==> src/sv/multibulk_request_parser_top_assert.svh <==
// Assertion macros used by the parser top level.
`ifndef MULTIBULK_REQUEST_PARSER_TOP_ASSERT_SVH
`define MULTIBULK_REQUEST_PARSER_TOP_ASSERT_SVH

// Same-cycle implication, disabled while reset is low
`define MBRP_ASSERT_IMP(lbl, clk, rst_n, ante, cons, msg) \
    lbl: assert property (@(posedge clk) disable iff (!(rst_n)) (ante) |-> (cons)) \
        else $error(msg);

// Next-cycle implication, disabled while reset is low
`define MBRP_ASSERT_NXT(lbl, clk, rst_n, ante, cons, msg) \
    lbl: assert property (@(posedge clk) disable iff (!(rst_n)) (ante) |=> (cons)) \
        else $error(msg);

`endif

==> src/sv/mbrp_pkg.sv <==
`default_nettype none

package mbrp_pkg;

    // Framing characters
    localparam logic [7:0] CH_STAR   = 8'h2A;
    localparam logic [7:0] CH_DOLLAR = 8'h24;
    localparam logic [7:0] CH_CR     = 8'h0D;
    localparam logic [7:0] CH_LF     = 8'h0A;
    localparam logic [7:0] CH_ZERO   = 8'h30;
    localparam logic [7:0] CH_NINE   = 8'h39;

    // Number accumulator saturation value
    localparam int unsigned ACC_W   = 17;
    localparam int unsigned ACC_SAT = 131071;

    // Largest count and length the widths can carry
    localparam int unsigned CNT_HARD_CAP = 256;
    localparam int unsigned LEN_HARD_CAP = 65535;

    // Configuration register indexes
    localparam logic CFG_COUNT_LIMIT  = 1'b0;
    localparam logic CFG_LENGTH_LIMIT = 1'b1;

    typedef enum logic [3:0] {
        PH_STAR    = 4'd0,
        PH_CNT_DIG = 4'd1,
        PH_CNT_LF  = 4'd2,
        PH_DOLLAR  = 4'd3,
        PH_LEN_DIG = 4'd4,
        PH_LEN_LF  = 4'd5,
        PH_PAYLOAD = 4'd6,
        PH_PAY_CR  = 4'd7,
        PH_PAY_LF  = 4'd8
    } t_phase;

    typedef enum logic [2:0] {
        E_NONE    = 3'd0,
        E_LEAD    = 3'd1,
        E_DIGIT   = 3'd2,
        E_ZCOUNT  = 3'd3,
        E_ZLEN    = 3'd4,
        E_LIMIT   = 3'd5,
        E_CRLF    = 3'd6,
        E_DISCARD = 3'd7
    } t_err;

    // Effective limits handed to the parser core
    typedef struct packed {
        logic [8:0]  count_limit;
        logic [15:0] length_limit;
    } t_limits;

    // One result item
    typedef struct packed {
        logic [7:0] payload_byte;
        logic       payload_valid;
        logic [7:0] arg_number;
        logic       arg_end;
        logic       request_done;
        t_err       error_code;
    } t_result;

endpackage

`default_nettype wire

==> src/sv/mbrp_core.sv <==
`default_nettype none

module mbrp_core (
    input  wire logic             i_clk,
    input  wire logic             i_rst_n,
    input  wire logic             i_step,
    input  wire logic [7:0]       i_byte,
    input  wire logic             i_new_conn,
    input  wire mbrp_pkg::t_limits i_limits,
    output mbrp_pkg::t_result     o_result
);
    import mbrp_pkg::*;

    // Parser state
    t_phase           r_phase, n_phase;
    logic             r_failed, n_failed;
    logic [8:0]       r_arg_total, n_arg_total;
    logic [7:0]       r_arg_current, n_arg_current;
    logic [ACC_W-1:0] r_accum, n_accum;
    logic             r_digits, n_digits;
    logic [15:0]      r_bytes_left, n_bytes_left;

    // State as seen by this item: a new connection clears it first
    t_phase           w_phase;
    logic             w_failed;
    logic [8:0]       w_arg_total;
    logic [7:0]       w_arg_current;
    logic [ACC_W-1:0] w_accum;
    logic             w_digits;
    logic [15:0]      w_bytes_left;

    logic             w_is_digit;
    logic [20:0]      w_acc_wide;
    logic [ACC_W-1:0] w_acc_next;
    logic [8:0]       w_cur_inc;
    logic             w_last_arg;
    logic             w_last_byte;
    t_err             w_err;

    always_comb begin
        if (i_new_conn) begin
            w_phase       = PH_STAR;
            w_failed      = 1'b0;
            w_arg_total   = '0;
            w_arg_current = '0;
            w_accum       = '0;
            w_digits      = 1'b0;
            w_bytes_left  = '0;
        end else begin
            w_phase       = r_phase;
            w_failed      = r_failed;
            w_arg_total   = r_arg_total;
            w_arg_current = r_arg_current;
            w_accum       = r_accum;
            w_digits      = r_digits;
            w_bytes_left  = r_bytes_left;
        end
    end

    // Decimal accumulate with saturation: acc*10 + digit
    assign w_is_digit  = (i_byte >= CH_ZERO) && (i_byte <= CH_NINE);
    assign w_acc_wide  = ({4'b0, w_accum} << 3) + ({4'b0, w_accum} << 1)
                       + {17'b0, i_byte[3:0]};
    assign w_acc_next  = (w_acc_wide > 21'(ACC_SAT)) ? ACC_W'(ACC_SAT)
                                                      : w_acc_wide[ACC_W-1:0];
    assign w_cur_inc   = {1'b0, w_arg_current} + 9'd1;
    assign w_last_arg  = (w_cur_inc >= w_arg_total);
    assign w_last_byte = (w_bytes_left <= 16'd1);

    // Error detection
    always_comb begin
        w_err = E_NONE;
        if (w_failed) begin
            w_err = E_DISCARD;
        end else begin
            unique case (w_phase)
                PH_STAR: begin
                    if (i_byte != CH_STAR) w_err = E_LEAD;
                end
                PH_DOLLAR: begin
                    if (i_byte != CH_DOLLAR) w_err = E_LEAD;
                end
                PH_CNT_DIG, PH_LEN_DIG: begin
                    if (!w_is_digit && !((i_byte == CH_CR) && w_digits)) w_err = E_DIGIT;
                end
                PH_CNT_LF: begin
                    priority if (i_byte != CH_LF)              w_err = E_DIGIT;
                    else if (w_accum == '0)                     w_err = E_ZCOUNT;
                    else if (w_accum > {8'b0, i_limits.count_limit}) w_err = E_LIMIT;
                end
                PH_LEN_LF: begin
                    priority if (i_byte != CH_LF)              w_err = E_DIGIT;
                    else if (w_accum == '0)                     w_err = E_ZLEN;
                    else if (w_accum > {1'b0, i_limits.length_limit}) w_err = E_LIMIT;
                end
                PH_PAYLOAD: ;
                PH_PAY_CR: begin
                    if (i_byte != CH_CR) w_err = E_CRLF;
                end
                PH_PAY_LF: begin
                    if (i_byte != CH_LF) w_err = E_CRLF;
                end
                default: w_err = E_DIGIT;
            endcase
        end
    end

    // Next state
    always_comb begin
        n_phase       = w_phase;
        n_failed      = w_failed;
        n_arg_total   = w_arg_total;
        n_arg_current = w_arg_current;
        n_accum       = w_accum;
        n_digits      = w_digits;
        n_bytes_left  = w_bytes_left;
        if (w_err != E_NONE) begin
            n_failed = 1'b1;
        end else begin
            unique case (w_phase)
                PH_STAR, PH_DOLLAR: begin
                    n_accum  = '0;
                    n_digits = 1'b0;
                    n_phase  = (w_phase == PH_STAR) ? PH_CNT_DIG : PH_LEN_DIG;
                end
                PH_CNT_DIG, PH_LEN_DIG: begin
                    if (w_is_digit) begin
                        n_accum  = w_acc_next;
                        n_digits = 1'b1;
                    end else begin
                        n_phase = (w_phase == PH_CNT_DIG) ? PH_CNT_LF : PH_LEN_LF;
                    end
                end
                PH_CNT_LF: begin
                    // count already checked against a limit of at most 256
                    n_arg_total   = w_accum[8:0];
                    n_arg_current = '0;
                    n_phase       = PH_DOLLAR;
                end
                PH_LEN_LF: begin
                    n_bytes_left = w_accum[15:0];
                    n_phase      = PH_PAYLOAD;
                end
                PH_PAYLOAD: begin
                    if (w_last_byte) begin
                        n_bytes_left = '0;
                        n_phase      = PH_PAY_CR;
                    end else begin
                        n_bytes_left = w_bytes_left - 16'd1;
                    end
                end
                PH_PAY_CR: n_phase = PH_PAY_LF;
                PH_PAY_LF: begin
                    if (w_last_arg) begin
                        n_arg_current = '0;
                        n_arg_total   = '0;
                        n_phase       = PH_STAR;
                    end else begin
                        n_arg_current = w_cur_inc[7:0];
                        n_phase       = PH_DOLLAR;
                    end
                end
                default: n_failed = 1'b1;
            endcase
        end
    end

    // Result item
    always_comb begin
        o_result            = '0;
        o_result.error_code = w_err;
        if (w_err == E_NONE) begin
            unique case (w_phase)
                PH_PAYLOAD: begin
                    o_result.payload_byte  = i_byte;
                    o_result.payload_valid = 1'b1;
                    o_result.arg_number    = w_arg_current;
                    o_result.arg_end       = w_last_byte;
                end
                PH_PAY_LF: o_result.request_done = w_last_arg;
                default: ;
            endcase
        end
    end

    // State registers
    always_ff @(posedge i_clk) begin
        if (!i_rst_n) begin
            r_phase       <= PH_STAR;
            r_failed      <= 1'b0;
            r_arg_total   <= '0;
            r_arg_current <= '0;
            r_accum       <= '0;
            r_digits      <= 1'b0;
            r_bytes_left  <= '0;
        end else if (i_step) begin
            r_phase       <= n_phase;
            r_failed      <= n_failed;
            r_arg_total   <= n_arg_total;
            r_arg_current <= n_arg_current;
            r_accum       <= n_accum;
            r_digits      <= n_digits;
            r_bytes_left  <= n_bytes_left;
        end
    end

endmodule

`default_nettype wire

==> src/sv/multibulk_request_parser_top.sv <==
// Multibulk request parser. Takes a request stream one byte per item on the
// input channel and returns exactly one result item per byte. A result is a
// payload byte with its argument number and last-byte mark, a done flag on the
// LF that closes a request, an error code, or an empty item for any other
// byte. After an error every byte reports "discarded" until a byte arrives
// with new_connection set. An accepted byte waits in the input register, where
// the parse logic reads it; when the output register is free, the parse state
// is updated and the result lands in the output register at the same edge. A
// new byte is taken every cycle while the output register is free. While a
// result waits to be taken, a byte can still fill an empty input register;
// input ready then follows output ready. The configuration port writes the
// count limit (index 0) and the length limit (index 1). It is always ready.
// The user sees that it is written only while the parser is idle; the block does not enforce it.
`default_nettype none
`include "multibulk_request_parser_top_assert.svh"

module multibulk_request_parser_top #(
    parameter int unsigned MAX_ARGS    = 256,
    parameter int unsigned MAX_ARG_LEN = 65535
) (
    input  wire logic        i_clk,
    input  wire logic        i_rst_n,
    // input channel
    input  wire logic        i_in_valid,
    output logic             o_in_ready,
    input  wire logic [7:0]  i_data_byte,
    input  wire logic        i_new_connection,
    // output channel
    output logic             o_out_valid,
    input  wire logic        i_out_ready,
    output logic [7:0]       o_payload_byte,
    output logic             o_payload_valid,
    output logic [7:0]       o_arg_number,
    output logic             o_arg_end,
    output logic             o_request_done,
    output logic [2:0]       o_error_code,
    // configuration write channel
    input  wire logic        i_cfg_valid,
    output logic             o_cfg_ready,
    input  wire logic        i_cfg_index,
    input  wire logic [15:0] i_cfg_data
);
    import mbrp_pkg::*;

    localparam int unsigned CNT_CAP = (MAX_ARGS < CNT_HARD_CAP) ? MAX_ARGS : CNT_HARD_CAP;
    localparam int unsigned LEN_CAP = (MAX_ARG_LEN < LEN_HARD_CAP) ? MAX_ARG_LEN
                                                                     : LEN_HARD_CAP;

    // Configuration registers
    logic [8:0]  r_count_limit;
    logic [15:0] r_length_limit;
    t_limits     w_limits;

    // Input register
    logic        r_in_valid;
    logic [7:0]  r_in_byte;
    logic        r_in_new_conn;

    // Output register
    logic        r_out_valid;
    t_result     r_out;
    t_result     w_result;

    logic        w_out_free;
    logic        w_advance;

    assign o_cfg_ready = 1'b1;

    always_ff @(posedge i_clk) begin
        if (!i_rst_n) begin
            r_count_limit  <= 9'd64;
            r_length_limit <= 16'd4096;
        end else if (i_cfg_valid) begin
            unique case (i_cfg_index)
                CFG_COUNT_LIMIT:  r_count_limit  <= i_cfg_data[8:0];
                CFG_LENGTH_LIMIT: r_length_limit <= i_cfg_data;
                default: ;
            endcase
        end
    end

    // Clamp limits to what the widths and parameters allow
    always_comb begin
        w_limits.count_limit  = (r_count_limit > 9'(CNT_CAP)) ? 9'(CNT_CAP) : r_count_limit;
        w_limits.length_limit = (r_length_limit > 16'(LEN_CAP)) ? 16'(LEN_CAP)
                                                                : r_length_limit;
    end

    // Pipeline flow control
    assign w_out_free = !r_out_valid || i_out_ready;
    assign w_advance  = r_in_valid && w_out_free;
    assign o_in_ready = !r_in_valid || w_out_free;

    always_ff @(posedge i_clk) begin
        if (!i_rst_n) begin
            r_in_valid <= 1'b0;
        end else if (o_in_ready) begin
            r_in_valid <= i_in_valid;
        end
    end

    always_ff @(posedge i_clk) begin
        if (o_in_ready && i_in_valid) begin
            r_in_byte     <= i_data_byte;
            r_in_new_conn <= i_new_connection;
        end
    end

    mbrp_core u_core (
        .i_clk      (i_clk),
        .i_rst_n    (i_rst_n),
        .i_step     (w_advance),
        .i_byte     (r_in_byte),
        .i_new_conn (r_in_new_conn),
        .i_limits   (w_limits),
        .o_result   (w_result)
    );

    always_ff @(posedge i_clk) begin
        if (!i_rst_n) begin
            r_out_valid <= 1'b0;
        end else if (w_out_free) begin
            r_out_valid <= r_in_valid;
        end
    end

    always_ff @(posedge i_clk) begin
        if (w_advance) begin
            r_out <= w_result;
        end
    end

    assign o_out_valid     = r_out_valid;
    assign o_payload_byte  = r_out.payload_byte;
    assign o_payload_valid = r_out.payload_valid;
    assign o_arg_number    = r_out.arg_number;
    assign o_arg_end       = r_out.arg_end;
    assign o_request_done  = r_out.request_done;
    assign o_error_code    = r_out.error_code;

    // Checks
    `MBRP_ASSERT_IMP(a_err_clears_fields, i_clk, i_rst_n,
        o_out_valid && (o_error_code != E_NONE),
        !o_payload_valid && !o_arg_end && !o_request_done && (o_payload_byte == 8'd0),
        "error result carries payload fields")
    `MBRP_ASSERT_IMP(a_end_needs_payload, i_clk, i_rst_n,
        o_out_valid && o_arg_end, o_payload_valid,
        "arg_end without payload byte")
    `MBRP_ASSERT_IMP(a_done_not_payload, i_clk, i_rst_n,
        o_out_valid && o_request_done, !o_payload_valid,
        "request_done on a payload byte")
    `MBRP_ASSERT_NXT(a_advance_fills_out, i_clk, i_rst_n,
        w_advance, r_out_valid,
        "parsed item did not reach output register")

endmodule

`default_nettype wire

==> config.mk <==
export PLATFORM = sky130hd
export DESIGN_NAME = multibulk_request_parser_top
export DESIGN_NICKNAME = d
export VERILOG_FILES = /design/src/sv/mbrp_pkg.sv /design/src/sv/mbrp_core.sv /design/src/sv/multibulk_request_parser_top.sv
export VERILOG_INCLUDE_DIRS = /design/src /design/src/sv
export SDC_FILE = /design/constraint.sdc
export NUM_CORES = 1
export LEC_CHECK = 0
export CAP_MARGIN = 20
export CORE_MARGIN = 1
export CORE_UTILIZATION = 62
export CTS_CLUSTER_DIAMETER = 50
export DETAILED_ROUTE_END_ITERATION = 16
export DONT_BUFFER_PORTS = 1
export PLACE_DENSITY = 0.86
export SYNTH_ARGS = -nofsm -noshare
export SYNTH_HDL_FRONTEND = slang
export SYNTH_HIERARCHICAL = 1
export SYNTH_SLANG_ARGS = --single-unit
==> constraint.sdc <==
create_clock -name i_clk -period 4.9 [get_ports i_clk]
set_input_delay 0.735 -clock i_clk [delete_from_list [all_inputs] [get_ports i_clk]]
set_output_delay 0.735 -clock i_clk [all_outputs]
set_load 0.05 [all_outputs]
## After elaboration in Yosys (flattened, before gate mapping)

Cells that the tools add are included.
Widths: inputs -> output; s select.

- Flip-flop bits (word level): 114
- Output and inout bits: 25
- Logic and storage cells: 116
- Input port bits: 31

- $add $sub $neg: 4
- Bitwise gates (word level): 1
- Mux-type cells: 48
- Equal/unequal tests: 13
- Reduce and logical (&&, ||, !) cells: 22
- Order comparisons: 9

Operators with widths:

| kind | number |
|---|---|
| $mux 17 | 4 |
| $mux 16 | 4 |
| $mux 9 | 4 |
| $pmux 17 s2 | 1 |
| $mux 3 | 11 |
| $pmux 16 s2 | 1 |
| $pmux 4 s7 | 1 |
| $mux 8 | 3 |
| $pmux 3 s8 | 1 |
| $add 20x18->21 | 1 |
| $add 21x4->21 | 1 |
| $gt 21x17->1 const B | 1 |
| $pmux 9 s2 | 1 |
| $gt 17x16->1 | 1 |
| $gt 17x9->1 | 1 |
| $logic_not 17->1 | 1 |
| $eq 4x3->1 const B | 4 |
| $gt 16x16->1 const B | 1 |
| $le 16x1->1 const B | 1 |
| $mux 4 | 4 |
| $ne 8x4->1 const B | 2 |
| $ne 8x6->1 const B | 2 |
| $pmux 8 s2 | 1 |
| $sub 16x1->16 const B | 1 |
| 23 further kinds | 44 |

## Depth between registers and ports, before layout

- Depth in word-level cells: 10
- Depth in mapped cells: 21
- Mapped depth without buffers: 17

## By module

Netlist, hierarchy kept.

Modules (own cells, without submodules):

| module | instances | area an instance (µm²) | sequential area each (µm²) | cells an instance |
|---|---|---|---|---|
| mbrp_core | 1 | 5,846.9 | 1,121.1 | 786 |
| multibulk_request_parser_top | 1 | 2,060.7 | 1,471.4 | 155 |

## Worst setup path before layout

Ideal clock, no wire load.

- Kind: reg2reg
- Start: reg r_in_new_conn
- End: reg u_core.r_accum[13]
- Data arrival time: 4,166 ps
- Buffers on the path: 3
- Data required time: 4,777 ps
- Stages on the path, launching flop included: 15
- Path slack: 611 ps
- Library setup time: 123 ps
- Period minus slack after synthesis: 4,289 ps
- Cells stage by stage: edfxtp_1 clkbuf_1 clkbuf_1 clkbuf_1 nor2b_1 ha_1 ha_1 a211o_1 a21oi_1 a2bb2oi_1 a21oi_1 nor4b_1 o211ai_1 nor2_1 o22ai_1

- Cells in the longest elaborated chain, start to end: 9
- Elaborated cells between the ends (all ways): 38
- Those cells by class: add/sub (2); order compare (3); eq/ne (8); mux (17); reduce/logical (8)

RTL lines:

| what | RTL line | text |
|---|---|---|
| start: declaration | multibulk_request_parser_top.sv:57 | `logic r_in_new_conn;` |
| start signal: assignment | multibulk_request_parser_top.sv:105 | `r_in_new_conn <= i_new_connection;` |
| branches (longest 8 deep; another with $add 20x18->21) | -- |  |
| $mux 17 (*) | mbrp_core.sv:117 | `if (w_err != E_NONE) begin` |
| end signal: assignment | mbrp_core.sv:201 | `r_accum <= n_accum;` |
| end: declaration | mbrp_core.sv:19 | `logic [ACC_W-1:0] r_accum, n_accum;` |

Every way passes the cells marked *.
A chain may end at the register's enable or synchronous reset.

## Worst setup path after layout

- Start: reg r_in_new_conn
- End: reg u_core.r_accum[3]

The elaborated chain is that of the path after synthesis.

==> run_results.csv <==
group,metric,value,unit
sta,fin_tns_setup,0,ns
power,clockPowerShare,0.522,
layout,layout-drive-gt1-share,0.07479,
grt,grt_pass1_vias,6879,
power,leakage,3.606,nW
worst_setup_path,cp_slowest_cell,"a221oi_1",
floorplanning,pin_count,56,
sta,fmax,231.2,MHz
logic_synthesis,synth.net_count,1043,
logic_synthesis,synthCells,941,
drt,vias,7231,
drt,wl_per_cell,18.74,um
clocking,cts_buffers,17,
worst_setup_path,r2r_slack,0.57,ns
sta,finClkSkew,0.01212,ns
sta,timing.final.crit_share,0.8828,
clocking,clkTransAtPathRegs,0.06,ns
power,intPower,0.001859,W
power,p_comb_frac,0.050,
drt,drt_wl_total,20690,um
grt,antenna_found_initial,0,
sta,holdWs,0.4095,ns
min_path,worstHoldPathCells,0,
flow_run,drv_cap,0,
worst_setup_path,cp_cell_sequence,"nor2b_1 > ha_1 > nand4_1 > nor4_1 > a2111oi_0 > a221oi_1 > a2111oi_4 > a31oi_2 > a21o_1 > o2bb2ai_1",
logic_synthesis,synth-edff-count,31,
placement,gp_congestion,0.9908,
grt,grt-ovfl-total,0,
clocking,postCtsHoldBufs,0,
clocking,ctsRootBufferMaster,"clkbuf_16",
grt,grt_start_max_net_pins,53,
worst_setup_path,reg2reg_depth,10,
grt,grt_pass1_wl,33760,um
floorplanning,fp-row-count,40,
sta,relSlewSlack,0.3707,
clocking,cts_resized,0,
sta,setup_viol,0,
worst_setup_path,path_class,"reg -> reg",
power,p_sw_frac,0.2383,
worst_setup_path,reg2reg_from,"r_in_new_conn$_DFFE_PP_",
floorplanning,dieArea,0.01321,mm^2
logic_synthesis,synth-seq-cells,114,
logic_synthesis,ys.flop_type,"dfxtp_1",
power,p_per_area,283.9,mW/mm^2
drt,drc_errors,0,
grt,grt_use_total,0.3291,
layout,syn_to_final_growth,8.734,%
power,power_frac_seq,0.428,
placement,port_buffers,0,
layout,final_area,0.008598,mm^2
worst_setup_path,cp-end-kind,"register",
drt,drt_pass1_iterations,7,
layout,mostFrequentLayoutCell,"nand2_1",
logic_synthesis,async_flop_share,0,
layout,multi_input_area,0.004892,mm^2
clocking,cts_sinks,114,
logic_synthesis,synth.distinct_cells,81,
logic_synthesis,yosys_warnings,6,
layout,fin_nets,1025,
worst_setup_path,start_kind,"register",
worst_setup_path,cpPeakStageDelay,0.82,ns
logic_synthesis,synth_area_per_cell,8.403,um^2
floorplanning,die_h,114.9,um
placement,dp_hpwl,14580,um
min_path,hp-class,"in -> reg",
worst_setup_path,r2r_end,"u_core/r_accum[3]$_SDFFE_PN0P_",
outcome,status,"finished, final reports clean",
power,ir_drop,0.2210,mV
floorplanning,core,0.01221,mm^2
clocking,cts_setup_buffers,0,
worst_setup_path,worstPathArrival,4.67,ns
sta,rsz0062_at_grt,"no",
logic_synthesis,synthesis.area,0.007908,mm^2
worst_setup_path,path_max_fanout,20,
min_path,whs_endpoint,"r_in_new_conn$_DFFE_PP_",
sta,period_minus_slack,4.326,ns
clocking,cts_tree,"done",
power,totalPowerFinal,0.002441,W
power,power_switching,0.0005819,W
layout,fill_cells,944,
layout,final_cell_mix,"128 x nand2_1, 83 x dfxtp_1, 70 x ha_1",
drt,via_per_inst,6.550,
layout,antennaDiodeCount,0,
sta,worst_pin_slew,0.9440,ns
logic_synthesis,synth-seq-area-share,0.3278,
worst_setup_path,cp.required,5.25,ns
clocking,clockBufferDepth,2,
drt,drt_iter0_drc,762,
clocking,clk_latency,0.42,ns
floorplanning,die_w,114.9,um
sta,hold_viol,0,
layout,seq_area,0.002592,mm^2
clocking,h-tree-depth,4,
layout,finish.utilization,0.7041,
min_path,hp-start,"i_new_connection",
sta,maxSlewViolCount,0,
drt,antenna_left,0,
floorplanning,start_util,0.6475,
placement,dpl_cell_area,0.007988,mm^2
routing by layer:
metal	share of wire	up-vias	GRT usage
li1	-	3433	-
met1	0.42	3320	0.4014
met2	0.46	393	0.5293
met3	0.086	85	0.08698
met4	0.040	0	0.1818
met5	0	-	0
cell type report:
| class | instances | share of cell area |
|---|---|---|
| sequential | 114 | 0.3015 |
| tap | 168 | 0.02445 |
| clock inverter | 12 | 0.01790 |
| timing repair buffer | 18 | 0.01572 |
| clock buffer | 20 | 0.05311 |
| inverter | 42 | 0.01834 |
| multi-input combinational | 730 | 0.5690 |
worst max-delay path by stage:
| stage | start | end | slack [ns] |
|---|---|---|---|
| final | r_in_new_conn$_DFFE_PP_ | u_core/r_accum[3]$_SDFFE_PN0P_ | 0.57 |
| after floorplan | r_in_new_conn$_DFFE_PP_ | u_core/r_accum[13]$_SDFFE_PN0P_ | 0.61 |
| after detailed placement | r_in_new_conn$_DFFE_PP_ | u_core/r_arg_total[3]$_SDFFE_PN0P_ | 0.72 |
| after global placement | r_in_new_conn$_DFFE_PP_ | u_core/r_accum[4]$_SDFFE_PN0P_ | 0.81 |
| after global routing | r_in_new_conn$_DFFE_PP_ | u_core/r_phase[2]$_SDFFE_PN0P_ | 0.24 |
| after CTS | r_in_new_conn$_DFFE_PP_ | u_core/r_arg_total[7]$_SDFFE_PN0P_ | 0.70 |
worst max-delay path, delay by kind of cell, from the launching register on:
kind,cells,cell delay [ns]
DFF,1,0.76
and+or+nand+nor,3,0.80
AOI/OAI and AO/OA,6,2.32
adders and majority gates,1,0.37
power groups by stage:
stage	Sequential, W	Combinational (W)	Clock, W
global placement	0.00106	0.000112	0
finish	0.00105	0.000121	0.00127
global route	0.00105	0.000131	0.00133
CTS	0.00104	0.000117	0.00128
floorplan	0.00106	0.000104	0
detailed placement	0.00106	0.000115	0
logic make-up after synthesis:
logic type | Yosys count | synth area share
xor gates and xnor gates | 25 | 0.02769
DFF | 114 | 0.3278
muxes | 17 | 0.02168
and+or+nand+nor | 352 | 0.2310
other | 1 | 0.0004742
buffers and inverters | 97 | 0.05443
AOI/OAI and AO/OA | 264 | 0.2236
adders and majority gates | 71 | 0.1133
cell usage after synthesis, drive strengths merged (4+ instances only):
cell type  number  area share
nor3b           7      0.0066
xor2            5      0.0055
o22ai           6      0.0047
a211oi          8      0.0076
a21o            9      0.0085
o2111ai         8      0.0089
a31oi          12       0.010
ha             70        0.11
nand3b          6      0.0057
or3             6      0.0047
inv            42       0.020
nor2b          35       0.028
nand2         128       0.061
and2            6      0.0047
nor3           10      0.0076
nor2           52       0.025
a22o           23       0.025
nand3          19       0.012
or4             7      0.0071
dfxtp          83        0.21
buf            27       0.021
and4            4      0.0044
o211ai          8      0.0076
mux2i          16       0.020
edfxtp         31        0.12
nor4           13       0.013
o21ai          61       0.039
o21a            8      0.0076
xnor2          20       0.022
a21oi          68       0.043
or2             6      0.0047
nand2b          7      0.0065
o221ai          4      0.0044
and3           17       0.013
nand4          19       0.015
o2bb2ai        10       0.011
clkbuf         28       0.013
through the flow:
| stage | cells | setup WS, ns |
|---|---|---|
| global placement | 1072 | 0.8115 |
| global route | 1104 | 0.2351 |
| finish | 1104 | 0.5743 |
| CTS | 1104 | 0.7003 |
| floorplan | 941 | 0.6114 |
| detailed placement | 1072 | 0.7195 |
registers in the layout, summed over array words and instances, names as in the netlist, 3 cells and up:
name	count
r_in_byte	8
u_core/r_arg_current	8
o_error_code	3
u_core/r_accum	17
r_count_limit	9
r_length_limit	16
o_arg_number	8
u_core/r_bytes_left	16
u_core/r_arg_total	9
u_core/r_phase	4
o_payload_byte	8
Power figures use the tool's default switching activity.
